===== src/sv/adtf_pkg.sv =====
package adtf_pkg;

  typedef enum logic [1:0] {
    FOP_ADD,
    FOP_MUL,
    FOP_DIV
  } fop_t;

  localparam int unsigned ADTF_EXP_CAP = 64;

  localparam logic [31:0] F_ZERO  = 32'h0000_0000;
  localparam logic [31:0] F_ONE   = 32'h3F80_0000;
  localparam logic [31:0] F_TEN   = 32'h4120_0000;
  localparam logic [31:0] F_TENTH = 32'h3DCC_CCCD;
  localparam logic [31:0] F_M48   = 32'hC240_0000;
  localparam logic [31:0] F_QNAN  = 32'hFFC0_0000;
  localparam logic [30:0] F_INF   = 31'h7F80_0000;

  localparam logic [7:0] CH_ZERO  = 8'd48;
  localparam logic [7:0] CH_NINE  = 8'd57;
  localparam logic [7:0] CH_UP_E  = 8'd69;
  localparam logic [7:0] CH_LO_E  = 8'd101;
  localparam logic [7:0] CH_MINUS = 8'd45;
  localparam logic [7:0] CH_PLUS  = 8'd43;
  localparam logic [7:0] CH_DOT   = 8'd46;
  localparam logic [7:0] CH_TAB   = 8'd9;
  localparam logic [7:0] CH_CR    = 8'd13;
  localparam logic [7:0] CH_SPACE = 8'd32;

  function automatic logic [31:0] small_to_float(logic [5:0] v);
    logic [2:0]  msb;
    logic [22:0] man;
    logic [7:0]  e;
    msb = 3'd0;
    for (int i = 0; i < 6; i++) begin
      if (v[i]) msb = 3'(i);
    end
    man = 23'({17'b0, v} << (5'd23 - 5'(msb)));
    e = 8'd127 + 8'(msb);
    if (v == 6'd0) return F_ZERO;
    return {1'b0, e, man};
  endfunction

endpackage


===== src/sv/ascii_decimal_to_float_parser.sv =====
// Processing: a whitespace, sign, dot or exponent character needs no float operation; an
// integer digit takes a multiply and two adds, a fraction digit a multiply, an add and a
// 27-step divide, all on one shared float unit. A final character then sets up the exponent,
// runs one multiply by ten per exponent step, then a multiply or divide for the scaling.
// Throughput: one character at a time; ready is low while the fpu works or a result waits.
// Reset (rst, synchronous) returns the parser to the leading whitespace phase.
module ascii_decimal_to_float_parser #(
  parameter int unsigned EXP_CAP = adtf_pkg::ADTF_EXP_CAP
) (
  input  logic        clk,
  input  logic        rst,
  input  logic        in_valid,
  output logic        in_ready,
  input  logic [7:0]  char_code,
  input  logic        last_char,
  output logic        out_valid,
  input  logic        out_ready,
  output logic [31:0] value_bits
);
  import adtf_pkg::*;

  localparam int unsigned EXP_W = $clog2(EXP_CAP + 1);

  typedef enum logic [2:0] {
    PH_SPACE,
    PH_INT,
    PH_FRAC,
    PH_ESIGN,
    PH_EDIG,
    PH_DONE
  } ph_t;

  typedef enum logic [3:0] {
    T_IDLE,
    T_IMUL,
    T_IADD,
    T_ISUB,
    T_FMUL,
    T_FADD,
    T_FDIV,
    T_FIN,
    T_POW,
    T_SCALE,
    T_OUT
  } tstate_t;

  tstate_t          state;
  ph_t              phase, ph_next;
  logic [31:0]      macc, scale, tmp, pw;
  logic             neg, eneg, issued, last_r;
  logic [EXP_W-1:0] exp_acc, exp_next, cnt;
  logic [7:0]       cr;

  logic             dig, spc, is_e, go_int, go_frac, set_neg, set_eneg, exp_dig;
  logic [EXP_W+3:0] e_ext;
  logic             accept;

  logic             f_start, f_done;
  fop_t             f_op;
  logic [31:0]      f_a, f_b, f_y;

  assign in_ready  = state == T_IDLE;
  assign out_valid = state == T_OUT;
  assign accept    = in_valid && in_ready;

  always_comb begin
    dig  = (char_code >= CH_ZERO) && (char_code <= CH_NINE);
    spc  = ((char_code >= CH_TAB) && (char_code <= CH_CR)) || (char_code == CH_SPACE);
    is_e = (char_code == CH_UP_E) || (char_code == CH_LO_E);
    ph_next  = phase;
    go_int   = 1'b0;
    go_frac  = 1'b0;
    set_neg  = 1'b0;
    set_eneg = 1'b0;
    exp_dig  = 1'b0;
    unique case (phase)
      PH_SPACE: begin
        if (spc) begin
          ph_next = PH_SPACE;
        end else if (char_code == CH_MINUS) begin
          set_neg = 1'b1;
          ph_next = PH_INT;
        end else if (char_code == CH_PLUS) begin
          ph_next = PH_INT;
        end else if (dig) begin
          go_int  = 1'b1;
          ph_next = PH_INT;
        end else if (char_code == CH_DOT) begin
          ph_next = PH_FRAC;
        end else if (is_e) begin
          ph_next = PH_ESIGN;
        end else begin
          ph_next = PH_DONE;
        end
      end
      PH_INT: begin
        if (dig) go_int = 1'b1;
        else if (char_code == CH_DOT) ph_next = PH_FRAC;
        else if (is_e) ph_next = PH_ESIGN;
        else ph_next = PH_DONE;
      end
      PH_FRAC: begin
        if (dig) go_frac = 1'b1;
        else if (is_e) ph_next = PH_ESIGN;
        else ph_next = PH_DONE;
      end
      PH_ESIGN: begin
        if (char_code == CH_MINUS) begin
          set_eneg = 1'b1;
          ph_next  = PH_EDIG;
        end else if (char_code == CH_PLUS) begin
          ph_next = PH_EDIG;
        end else if (dig) begin
          exp_dig = 1'b1;
          ph_next = PH_EDIG;
        end else begin
          ph_next = PH_DONE;
        end
      end
      PH_EDIG: begin
        if (dig) exp_dig = 1'b1;
        else ph_next = PH_DONE;
      end
      default: ph_next = PH_DONE;
    endcase

    e_ext = (EXP_W+4)'(exp_acc) * (EXP_W+4)'(10)
            + (EXP_W+4)'(char_code[3:0] - CH_ZERO[3:0]);
    if (e_ext > (EXP_W+4)'(EXP_CAP)) exp_next = EXP_W'(EXP_CAP);
    else exp_next = e_ext[EXP_W-1:0];
  end

  always_comb begin
    f_op = FOP_MUL;
    f_a  = macc;
    f_b  = F_TEN;
    case (state)
      T_IADD: begin
        f_op = FOP_ADD;
        f_a  = tmp;
        f_b  = small_to_float(cr[5:0]);
      end
      T_ISUB: begin
        f_op = FOP_ADD;
        f_a  = tmp;
        f_b  = F_M48;
      end
      T_FMUL: begin
        f_a = small_to_float({2'b0, cr[3:0] - CH_ZERO[3:0]});
        f_b = scale;
      end
      T_FADD: begin
        f_op = FOP_ADD;
        f_b  = tmp;
      end
      T_FDIV: begin
        f_op = FOP_DIV;
        f_a  = scale;
      end
      T_POW: f_a = pw;
      T_SCALE: begin
        f_op = eneg ? FOP_DIV : FOP_MUL;
        f_b  = pw;
      end
      default: f_op = FOP_MUL;
    endcase
  end

  assign f_start = !issued && (state == T_IMUL || state == T_IADD || state == T_ISUB ||
                               state == T_FMUL || state == T_FADD || state == T_FDIV ||
                               state == T_POW || state == T_SCALE);

  adtf_fpu u_fpu (
    .clk   (clk),
    .rst   (rst),
    .start (f_start),
    .op    (f_op),
    .a     (f_a),
    .b     (f_b),
    .done  (f_done),
    .y     (f_y)
  );

  always_ff @(posedge clk) begin
    if (rst) begin
      state   <= T_IDLE;
      phase   <= PH_SPACE;
      macc    <= F_ZERO;
      scale   <= F_TENTH;
      neg     <= 1'b0;
      eneg    <= 1'b0;
      exp_acc <= '0;
      issued  <= 1'b0;
      last_r  <= 1'b0;
    end else begin
      if (f_start) issued <= 1'b1;
      if (f_done) issued <= 1'b0;
      unique case (state)
        T_IDLE: begin
          if (accept) begin
            cr     <= char_code;
            last_r <= last_char;
            phase  <= ph_next;
            if (set_neg) neg <= 1'b1;
            if (set_eneg) eneg <= 1'b1;
            if (exp_dig) exp_acc <= exp_next;
            if (go_int) state <= T_IMUL;
            else if (go_frac) state <= T_FMUL;
            else if (last_char) state <= T_FIN;
          end
        end
        T_IMUL: begin
          if (f_done) begin
            tmp   <= f_y;
            state <= T_IADD;
          end
        end
        T_IADD: begin
          if (f_done) begin
            tmp   <= f_y;
            state <= T_ISUB;
          end
        end
        T_ISUB: begin
          if (f_done) begin
            macc  <= f_y;
            state <= last_r ? T_FIN : T_IDLE;
          end
        end
        T_FMUL: begin
          if (f_done) begin
            tmp   <= f_y;
            state <= T_FADD;
          end
        end
        T_FADD: begin
          if (f_done) begin
            macc  <= f_y;
            state <= T_FDIV;
          end
        end
        T_FDIV: begin
          if (f_done) begin
            scale <= f_y;
            state <= last_r ? T_FIN : T_IDLE;
          end
        end
        T_FIN: begin
          pw    <= F_ONE;
          cnt   <= exp_acc;
          state <= (exp_acc != '0) ? T_POW : T_SCALE;
        end
        T_POW: begin
          if (f_done) begin
            pw  <= f_y;
            cnt <= cnt - EXP_W'(1);
            if (cnt == EXP_W'(1)) state <= T_SCALE;
          end
        end
        T_SCALE: begin
          if (f_done) begin
            value_bits <= f_y ^ {neg, 31'd0};
            state      <= T_OUT;
          end
        end
        T_OUT: begin
          if (out_ready) begin
            state   <= T_IDLE;
            phase   <= PH_SPACE;
            macc    <= F_ZERO;
            scale   <= F_TENTH;
            neg     <= 1'b0;
            eneg    <= 1'b0;
            exp_acc <= '0;
          end
        end
        default: state <= T_IDLE;
      endcase
    end
  end

endmodule


===== src/sv/adtf_fpu.sv =====
module adtf_fpu (
  input  logic                clk,
  input  logic                rst,
  input  logic                start,
  input  adtf_pkg::fop_t      op,
  input  logic [31:0]         a,
  input  logic [31:0]         b,
  output logic                done,
  output logic [31:0]         y
);
  import adtf_pkg::*;

  typedef enum logic [2:0] {
    F_IDLE,
    F_UNPACK,
    F_ALIGN,
    F_DIV,
    F_NORM,
    F_DENORM,
    F_ROUND,
    F_DONE
  } fstate_t;

  function automatic logic [5:0] lzc50(logic [49:0] v);
    logic [5:0] n;
    logic       f;
    n = 6'd0;
    f = 1'b0;
    for (int i = 49; i >= 0; i--) begin
      if (!f) begin
        if (v[i]) f = 1'b1;
        else n = n + 6'd1;
      end
    end
    return n;
  endfunction

  function automatic logic [4:0] lzc24(logic [23:0] v);
    logic [4:0] n;
    logic       f;
    n = 5'd0;
    f = 1'b0;
    for (int i = 23; i >= 0; i--) begin
      if (!f) begin
        if (v[i]) f = 1'b1;
        else n = n + 5'd1;
      end
    end
    return n;
  endfunction

  fstate_t            state;
  fop_t               rop;
  logic [31:0]        ra, rb;
  logic               sgn, zsgn, sub, st, subn;
  logic [23:0]        bsig, ssig, nb;
  logic [7:0]         dsh;
  logic signed [11:0] ex;
  logic [49:0]        sig;
  logic [24:0]        rem;
  logic [26:0]        q;
  logic [4:0]         cnt;

  logic               sa, sb, nan_a, nan_b, inf_a, inf_b, zero_a, zero_b;
  logic [23:0]        sig_a, sig_b;
  logic signed [11:0] e_a, e_b;
  logic [4:0]         lz_a, lz_b;
  logic [47:0]        prod;
  logic               a_big, special;
  logic [31:0]        spec_y;

  logic [49:0]        al_sm, al_bm, al_sh, al_sum;
  logic               al_lost;
  logic               dv_ge;
  logic [24:0]        dv_r1;
  logic [26:0]        dv_q;
  logic [5:0]         nm_lz;
  logic [11:0]        dn_sh;
  logic [49:0]        dn_v;
  logic               dn_lost;
  logic [24:0]        rd_m;
  logic               rd_up;
  logic signed [11:0] rd_e;

  always_comb begin
    sa     = ra[31];
    sb     = rb[31];
    nan_a  = (ra[30:23] == 8'hFF) && (ra[22:0] != 23'd0);
    nan_b  = (rb[30:23] == 8'hFF) && (rb[22:0] != 23'd0);
    inf_a  = ra[30:0] == F_INF;
    inf_b  = rb[30:0] == F_INF;
    zero_a = ra[30:0] == 31'd0;
    zero_b = rb[30:0] == 31'd0;
    sig_a  = {ra[30:23] != 8'd0, ra[22:0]};
    sig_b  = {rb[30:23] != 8'd0, rb[22:0]};
    e_a    = (ra[30:23] == 8'd0) ? 12'sd1 : $signed({4'b0, ra[30:23]});
    e_b    = (rb[30:23] == 8'd0) ? 12'sd1 : $signed({4'b0, rb[30:23]});
    lz_a   = lzc24(sig_a);
    lz_b   = lzc24(sig_b);
    prod   = sig_a * sig_b;
    a_big  = ra[30:0] >= rb[30:0];
    special = 1'b0;
    spec_y  = F_QNAN;
    unique case (rop)
      FOP_ADD: begin
        if (nan_a || nan_b || (inf_a && inf_b && (sa != sb))) begin
          special = 1'b1;
        end else if (inf_a) begin
          special = 1'b1;
          spec_y  = {sa, F_INF};
        end else if (inf_b) begin
          special = 1'b1;
          spec_y  = {sb, F_INF};
        end
      end
      FOP_MUL: begin
        if (nan_a || nan_b || (inf_a && zero_b) || (zero_a && inf_b)) begin
          special = 1'b1;
        end else if (inf_a || inf_b) begin
          special = 1'b1;
          spec_y  = {sa ^ sb, F_INF};
        end else if (zero_a || zero_b) begin
          special = 1'b1;
          spec_y  = {sa ^ sb, 31'd0};
        end
      end
      FOP_DIV: begin
        if (nan_a || nan_b || (inf_a && inf_b) || (zero_a && zero_b)) begin
          special = 1'b1;
        end else if (inf_a || zero_b) begin
          special = 1'b1;
          spec_y  = {sa ^ sb, F_INF};
        end else if (inf_b || zero_a) begin
          special = 1'b1;
          spec_y  = {sa ^ sb, 31'd0};
        end
      end
      default: special = 1'b1;
    endcase

    al_sm   = {1'b0, ssig, 25'd0};
    al_bm   = {1'b0, bsig, 25'd0};
    al_sh   = al_sm >> dsh;
    al_lost = (al_sh << dsh) != al_sm;
    al_sum  = sub ? al_bm - (al_sh | {49'd0, al_lost})
                  : al_bm + (al_sh | {49'd0, al_lost});

    dv_ge = rem >= {1'b0, nb};
    dv_r1 = dv_ge ? rem - {1'b0, nb} : rem;
    dv_q  = {q[25:0], dv_ge};

    nm_lz = lzc50(sig);

    dn_sh   = 12'(12'sd1 - ex);
    dn_v    = sig >> dn_sh;
    dn_lost = (dn_v << dn_sh) != sig;

    rd_up = sig[25] && ((|sig[24:0]) || st || sig[26]);
    rd_m  = {1'b0, sig[49:26]} + {24'd0, rd_up};
    rd_e  = ex + $signed({11'd0, rd_m[24]});
  end

  assign done = state == F_DONE;

  always_ff @(posedge clk) begin
    if (rst) begin
      state <= F_IDLE;
    end else begin
      unique case (state)
        F_IDLE: begin
          if (start) begin
            ra    <= a;
            rb    <= b;
            rop   <= op;
            state <= F_UNPACK;
          end
        end
        F_UNPACK: begin
          st   <= 1'b0;
          if (special) begin
            y     <= spec_y;
            state <= F_DONE;
          end else begin
            unique case (rop)
              FOP_ADD: begin
                sub  <= sa ^ sb;
                zsgn <= sa & sb;
                sgn  <= a_big ? sa : sb;
                bsig <= a_big ? sig_a : sig_b;
                ssig <= a_big ? sig_b : sig_a;
                ex   <= a_big ? e_a : e_b;
                dsh  <= 8'(a_big ? e_a - e_b : e_b - e_a);
                state <= F_ALIGN;
              end
              FOP_MUL: begin
                sgn   <= sa ^ sb;
                sig   <= {2'b0, prod};
                ex    <= e_a + e_b - 12'sd125;
                state <= F_NORM;
              end
              default: begin
                sgn   <= sa ^ sb;
                rem   <= {1'b0, sig_a << lz_a};
                nb    <= sig_b << lz_b;
                q     <= 27'd0;
                cnt   <= 5'd27;
                ex    <= e_a - $signed({7'd0, lz_a}) - e_b
                         + $signed({7'd0, lz_b}) + 12'sd149;
                state <= F_DIV;
              end
            endcase
          end
        end
        F_ALIGN: begin
          sig <= al_sum;
          if (al_sum == 50'd0) sgn <= zsgn;
          state <= F_NORM;
        end
        F_DIV: begin
          q   <= dv_q;
          rem <= {dv_r1[23:0], 1'b0};
          cnt <= cnt - 5'd1;
          if (cnt == 5'd1) begin
            sig   <= {23'd0, dv_q};
            st    <= dv_r1 != 25'd0;
            state <= F_NORM;
          end
        end
        F_NORM: begin
          if (sig == 50'd0) begin
            y     <= {sgn, 31'd0};
            state <= F_DONE;
          end else begin
            sig   <= sig << nm_lz;
            ex    <= ex - $signed({6'd0, nm_lz}) + 12'sd1;
            state <= F_DENORM;
          end
        end
        F_DENORM: begin
          subn <= ex <= 12'sd0;
          if (ex <= 12'sd0) begin
            sig <= dn_v;
            st  <= st | dn_lost;
          end
          state <= F_ROUND;
        end
        F_ROUND: begin
          if (subn) begin
            y <= {sgn, 7'd0, rd_m[23], rd_m[22:0]};
          end else if (rd_e >= 12'sd255) begin
            y <= {sgn, F_INF};
          end else begin
            y <= {sgn, rd_e[7:0], rd_m[22:0]};
          end
          state <= F_DONE;
        end
        F_DONE: state <= F_IDLE;
        default: state <= F_IDLE;
      endcase
    end
  end

endmodule


===== config.mk =====
export PLATFORM = sky130hd
export DESIGN_NAME = ascii_decimal_to_float_parser
export DESIGN_NICKNAME = d
export VERILOG_FILES = /design/src/sv/adtf_pkg.sv /design/src/sv/ascii_decimal_to_float_parser.sv /design/src/sv/adtf_fpu.sv
export SDC_FILE = /design/constraint.sdc
export NUM_CORES = 2
export LEC_CHECK = 0
export BUFFER_PORTS_ARGS = -buffer_cell sky130_fd_sc_hd__buf_2
export CAP_MARGIN = 0
export CELL_PAD_IN_SITES_DETAIL_PLACEMENT = 1
export CELL_PAD_IN_SITES_GLOBAL_PLACEMENT = 1
export CORE_ASPECT_RATIO = 0.75
export CORE_MARGIN = 8
export CORE_UTILIZATION = 50
export CTS_CLUSTER_SIZE = 30
export DETAILED_ROUTE_END_ITERATION = 8
export GPL_TIMING_DRIVEN = 1
export PLACE_DENSITY_LB_ADDON = 0.08
export SYNTH_ARGS = -nofsm -noshare
export SYNTH_HDL_FRONTEND = slang
export SYNTH_SLANG_ARGS = --single-unit

===== constraint.sdc =====
create_clock -name clk -period 93.7 [get_ports clk]
set_clock_uncertainty 0.15 [all_clocks]
set_input_delay 18.74 -clock clk [delete_from_list [all_inputs] [get_ports clk]]
set_output_delay 18.74 -clock clk [all_outputs]
set_load 0.005 [all_outputs]

# [Word-level counts from Yosys, hierarchy flattened]
# Index checks and enable logic that the tools add are counted.
[op_classes] shifts=9 n_addsub=118 n_mul=2 bitwise=8 n_lt_le_gt_ge=9 mux=528 n_eq_ne=67 reduce_logical=93
[op_table] op="$mux W6" count=98
[op_table] op="$mux W32" count=18
[op_table] op="$mux W5" count=94
[op_table] op="$mux W50" count=6
[op_table] op="$add A6 B1 Y6 const B" count=48
[op_table] op="$pmux W50 S5" count=1
[op_table] op="$mux W1" count=228
[op_table] op="$add A5 B1 Y5 const B" count=44
[op_table] op="$pmux W32 S2" count=3
[op_table] op="$pmux W32 S3" count=2
[op_table] op="$pmux W32 S5" count=1
[op_table] op="$pmux W32 S4" count=1
[op_table] op="$logic_not A50 Y1" count=2
[op_table] op="$mux W25" count=3
[op_table] op="$eq A31 B31 Y1 const B" count=2
[op_table] op="$logic_not A31 Y1" count=2
[op_table] op="$mux W31" count=2
[op_table] op="$mux W3" count=20
[op_table] op="$mux W26" count=2
[op_table] op="$mux W4" count=13
[op_table] op="$pmux W26 S2" count=1
[op_table] op="$add A49 B50 Y50" count=1
[op_table] op="$ne A50 B49 Y1" count=1
[op_table] op="$ne A50 B50 Y1" count=1
[op_table] op="104 further kinds" count=240
[totals] in_bits=13 out_inout_bits=34 wordCells=867 ff_bits=495

# [Depth between registers and ports, before layout]
[logic_depth] word_depth=152 mapped_depth=175

# [By module]
# A second synthesis with hierarchy kept.
[unflattened] cells_unflattened=9118 area_unflattened_um2=73437.9
[by_module_without_submodules] mod="adtf_fpu" area_each_um2=64124.0 cells_per_inst=8173 n_inst=1
[by_module_without_submodules] mod="ascii_decimal_to_float_parser" area_each_um2=9313.9 cells_per_inst=945 n_inst=1

# [Least setup slack after synthesis]
# No wires, ideal clock.
[synth_path] kind="register to register" from="reg u_fpu.sig[48]" to="reg u_fpu.ex[11], data pin" path_buffers=4 stages_incl_launch_ff=175 required_ps=93280 synth_period_minus_slack_ps=31689 setup_time_ps=270 path_slack_ps=62011 arrival_ps=31268 cell_sequence="edfxtp_1 > clkbuf_1 > inv_1 > a21oi_1 > ha_1 > o31a_1 > ha_1 > nand2b_1 > a21boi_0 > ha_1 > nand2_1 > nand2_1 > ha_1 > inv_1 > a21oi_1 > ha_1 > mux2i_1 > a21oi_1 > (+139 left out) > ha_1 > inv_1 > fa_1 > inv_1 > a21oi_1 > o21bai_1 > and2_1 > o21ai_0 > a21oi_1 > nor2_1 > nor2_1 > nor2_1 > nor2_1 > nor2_1 > nor2_1 > nor2_1 > xnor2_1 > a21oi_1"
[synth_via] elab_chain_cells=150 elab_cells_between_ends=199
[synth_lines] item="start, declared" line="adtf_fpu.sv:59" source="logic [49:0] sig;"
[synth_lines] item="start signal, assigned" line="adtf_fpu.sv:197" source="sig <= {2'b0, prod};"
[synth_lines] item="start signal, assigned" line="adtf_fpu.sv:215" source="sig <= al_sum;"
[synth_lines] item="start signal, assigned" line="adtf_fpu.sv:224" source="sig <= {23'd0, dv_q};"
[synth_lines] item="$mux W6" line="adtf_fpu.sv:31" source="if (v[i]) f = 1'b1;"
[synth_lines] item="$mux W6" line="adtf_fpu.sv:30" source="if (!f) begin"
[synth_lines] item="$add A6 B1 Y6" line="adtf_fpu.sv:32" source="else n = n + 6'd1;"
[synth_lines] item="$mux W6" line="adtf_fpu.sv:31"
[synth_lines] item="$mux W6" line="adtf_fpu.sv:30"
[synth_lines] item="$add A6 B1 Y6" line="adtf_fpu.sv:32"
[synth_lines] item="$mux W6" line="adtf_fpu.sv:31"
[synth_lines] item="$mux W6" line="adtf_fpu.sv:30"
[synth_lines] item="(+134 left out)"
[synth_lines] item="$mux W6" line="adtf_fpu.sv:30"
[synth_lines] item="$add A6 B1 Y6" line="adtf_fpu.sv:32"
[synth_lines] item="$mux W6" line="adtf_fpu.sv:31"
[synth_lines] item="$mux W6 *" line="adtf_fpu.sv:30"
[synth_lines] item="$sub A12 B7 Y12 *" line="adtf_fpu.sv:235" source="ex <= ex - $signed({6'd0, nm_lz}) + 12'sd1;"
[synth_lines] item="$add A12 B2 Y12 *" line="adtf_fpu.sv:235"
[synth_lines] item="$mux W12 *" line="adtf_fpu.sv:230" source="if (sig == 50'd0) begin"
[synth_lines] item="$pmux W12 S2 *" line="adtf_fpu.sv:169" source="unique case (state)"
[synth_lines] item="end signal, assigned" line="adtf_fpu.sv:191" source="ex <= a_big ? e_a : e_b;"
[synth_lines] item="end signal, assigned" line="adtf_fpu.sv:198" source="ex <= e_a + e_b - 12'sd125;"
[synth_lines] item="end signal, assigned" line="adtf_fpu.sv:235"
[synth_lines] item="end, declared" line="adtf_fpu.sv:58" source="logic signed [11:0] ex;"
# Every way passes the cells marked *; elsewhere a longest branch is shown, timed or not. The select of a mux whose other input is x is not followed.
# A chain may end at the register's enable or synchronous reset.

# [Worst setup path in the final report]
[layout_path] from="reg u_fpu.sig[49]" to="reg u_fpu.ex[11], data pin"
[layout_via] elab_chain_cells=152 elab_cells_between_ends=201
[layout_lines] item="$mux W1" line="adtf_fpu.sv:31"
[layout_lines] item="$add A1 B1 Y2" line="adtf_fpu.sv:32"
[layout_lines] item="$mux W6" line="adtf_fpu.sv:31"
[layout_lines] item="$mux W6" line="adtf_fpu.sv:30"
[layout_lines] item="$add A6 B1 Y6" line="adtf_fpu.sv:32"
[layout_lines] item="$mux W6" line="adtf_fpu.sv:31"
[layout_lines] item="$mux W6" line="adtf_fpu.sv:30"
[layout_lines] item="$add A6 B1 Y6" line="adtf_fpu.sv:32"
[layout_lines] item="(+136 left out)"
[layout_lines] item="$mux W6" line="adtf_fpu.sv:30"
[layout_lines] item="$add A6 B1 Y6" line="adtf_fpu.sv:32"
[layout_lines] item="$mux W6" line="adtf_fpu.sv:31"
[layout_lines] item="$mux W6 *" line="adtf_fpu.sv:30"
[layout_lines] item="$sub A12 B7 Y12 *" line="adtf_fpu.sv:235"
[layout_lines] item="$add A12 B2 Y12 *" line="adtf_fpu.sv:235"
[layout_lines] item="$mux W12 *" line="adtf_fpu.sv:230"
[layout_lines] item="$pmux W12 S2 *" line="adtf_fpu.sv:169"
# Marked as above.

==> impl_metrics.env <==
export IMPL_synthDistinctLibCells=110
export IMPL_tns_ns=0
export IMPL_post_route_min_period_ns=36.37
export IMPL_synth_ff_type="edfxtp_1"
export IMPL_drt_first_iter_violations=9166
export IMPL_crit_type="flop to flop"
export IMPL_startpoint_type="flop"
export IMPL_area_growth_pct=5.68
export IMPL_globalplace_congestion=1.01
export IMPL_postSynthCellCount=8880
export IMPL_post_dp_hpwl_mm=249
export IMPL_htreeDepth=2
export IMPL_row_count=121
export IMPL_grt_remaining_overflow=0
export IMPL_final_hold_viol_count=0
export IMPL_synthTopCellsByCount="1076 x nand2_1, 836 x nor2_1, 805 x inv_1"
export IMPL_hold_class="flop to flop"
export IMPL_clk_insertion_delay_late_ns=0.72
export IMPL_yosys_warnings=0
export IMPL_netlist_top_cells_area="edfxtp_1 17%, fa_1 14%, ha_1 8.4%"
export IMPL_die_area_mm2=0.159
export IMPL_status="complete, no violations"
export IMPL_grt_util_met2=0.570
export IMPL_arrival_ns=36.69
export IMPL_dp_cells=10400
export IMPL_finalWirelength_mm=326
export IMPL_antenna_left=0
export IMPL_yosys_area_top_type="edfxtp_1"
export IMPL_finalNonFillerCells=10600
export IMPL_cts_made_buffers=55
export IMPL_clock_sinks=495
export IMPL_vias_per_cell=6.72
export IMPL_drtPass1Iterations=9
export IMPL_critPathMaxStageDelay_ns=0.84
export IMPL_die_x_um=458
export IMPL_grt_pass1_wl_mm=478
export IMPL_synth_fp_nets=9887
export IMPL_final_period_utilization=0.388
export IMPL_tritoncts="yes"
export IMPL_post_cts_resized=0
export IMPL_grt_pass1_vias=71300
export IMPL_antenna_found_initial=28
export IMPL_cp_slowest_cell="edfxtp_1"
export IMPL_syn_area_mm2=0.0733
export IMPL_synth_most_common_cell="nand2_1"
export IMPL_die_y_um=348
export IMPL_core_mm2=0.145
export IMPL_met3_usage=0.116
export IMPL_portBuffers=46
export IMPL_nFillCells=17300
export IMPL_postCtsHoldBufs=0
export IMPL_clock_tree_root_cell="clkbuf_16"
export IMPL_synth_seq_cells=495
export IMPL_drc=0
export IMPL_slew_violations=0
export IMPL_clk_path_buf_depth=3
export IMPL_finalNetCount=9605
export IMPL_cpMostUsedCell="ha_1"
export IMPL_multiInputGateArea_mm2=0.0542
export IMPL_grt_start_max_net_pins=138
export IMPL_setup_viol=0
export IMPL_use_met1=0.551
export IMPL_layout_drive_gt1_share=0.0784
export IMPL_clk_pin_slew_ns=0.07
export IMPL_wl_per_cell_um=30.9
export IMPL_maxCapViolCount=0
export IMPL_worst_slew_pin_slew_ns=1.42
export IMPL_synth_edff_count=410
export IMPL_grt_setup_unrepaired="no"
export IMPL_clock_fmax_ghz=0.0275
export IMPL_synthArstFlopShare=0
export IMPL_initial_core_util=0.505
export IMPL_synth_top_area_frac=0.168
export IMPL_cp_required_ns=94.01
export IMPL_vias=71100
export IMPL_worst_path_max_fanout=32
export IMPL_synth_seq_area_share=0.191
export IMPL_ios=47
export IMPL_max_slew_margin_rel=0.0481
export IMPL_critPathCaptureType="flop"
export IMPL_seqCellArea_mm2=0.0140
export IMPL_post_cts_buffers=0
export IMPL_grt_busiest_layer="met2"
export IMPL_grt_usage=0.392
export IMPL_syn_avg_cell_area_um2=8.26
per-stage QoR:
stage / worst slack (ns) / util / cell area, um2 / hold WS (ns)
global placement: 58.87 / 0.520 / 75600 / 0.297
detailed placement: 57.89 / 0.520 / 75600 / 0.312
global route: 55.15 / 0.533 / 77500 / 0.369
CTS: 57.69 / 0.533 / 77400 / 0.321
floorplan: 62.01 / - / 73300 / 0.286
finish: 57.33 / 0.533 / 77500 / 0.319
placed cells by master, fill, tap and decap left out, drive strengths merged, types with 80 or more instances in the layout:
| cell | count |
|---|---|
| mux4 | 86 |
| fa | 500 |
| nand3 | 154 |
| o22ai | 81 |
| mux2i | 446 |
| nor3 | 181 |
| a211oi | 80 |
| xnor2 | 273 |
| nand2b | 102 |
| nor2 | 840 |
| and2 | 188 |
| a21o | 92 |
| edfxtp | 410 |
| xor2 | 114 |
| and3 | 108 |
| a21oi | 521 |
| nand2 | 1077 |
| inv | 812 |
| ha | 494 |
| nor2b | 97 |
| dfxtp | 85 |
| buf | 266 |
| mux2 | 101 |
| o21ai | 429 |
| a22oi | 112 |
registers in the layout (all words and copies together) (netlist names), 25 cells and up:
register / flops
u_fpu.sig: 50
macc: 32
pw: 32
scale: 32
tmp: 32
u_fpu.ra: 32
u_fpu.rb: 32
u_fpu.y: 32
value_bits: 32
u_fpu.q: 26
u_fpu.rem: 25
metal layers:
metal	vias up	share of wire
li1	30400	-
met1	35700	0.42
met2	4205	0.41
met3	789	0.13
met4	16	0.045
met5	-	0.00032
critical path: cells and delay by family (launching register included):
kind,cells,cell delay (ns)
flops,1,0.84
xor+xnor,2,0.29
simple gates,44,4.64
fa+ha+maj,49,16.16
mux,24,4.27
compound gates,43,8.05
buf+inv,9,1.66
worst paths after layout:
| kind | start | endpoint | slack [ns] | depth (start not counted) |
|---|---|---|---|---|
| worst min register to register | last_r | last_r | 0.32 | 2 |
| worst min-delay path | last_r | last_r | 0.32 | 2 |
| worst max-delay path | u_fpu.sig[49] | u_fpu.ex[11] | 57.33 | 171 |
| worst max register to register | u_fpu.sig[49] | u_fpu.ex[11] | 57.33 | 171 |
cell families (layout without fill, tap and decap cells):
| group | after synthesis | after routing | synth area share |
|---|---|---|---|
| simple gates | 3033 | 3033 | 0.191 |
| compound gates | 1884 | 1884 | 0.165 |
| buf+inv | 1427 | 1192 | 0.0746 |
| fa+ha+maj | 1002 | 1002 | 0.222 |
| mux | 633 | 633 | 0.103 |
| flops | 495 | 495 | 0.191 |
| xor+xnor | 406 | 406 | 0.0537 |
| other cells | 0 | 16 | 0 |
area by class of cell:
| class | instances | share of cell area |
|---|---|---|
| multi-input cells | 6958 | 0.699 |
| clock inverters | 39 | 0.00549 |
| repair buffers | 266 | 0.0245 |
| clock buffers | 65 | 0.0186 |
| well taps | 1906 | 0.0308 |
| diodes | 16 | 0.000517 |
| flip-flops and latches | 495 | 0.181 |
| inverters | 822 | 0.0398 |
Power is left out: the tool's default activity adds up to more than one toggle a clock period on the data nets, which glitch-free logic cannot reach.
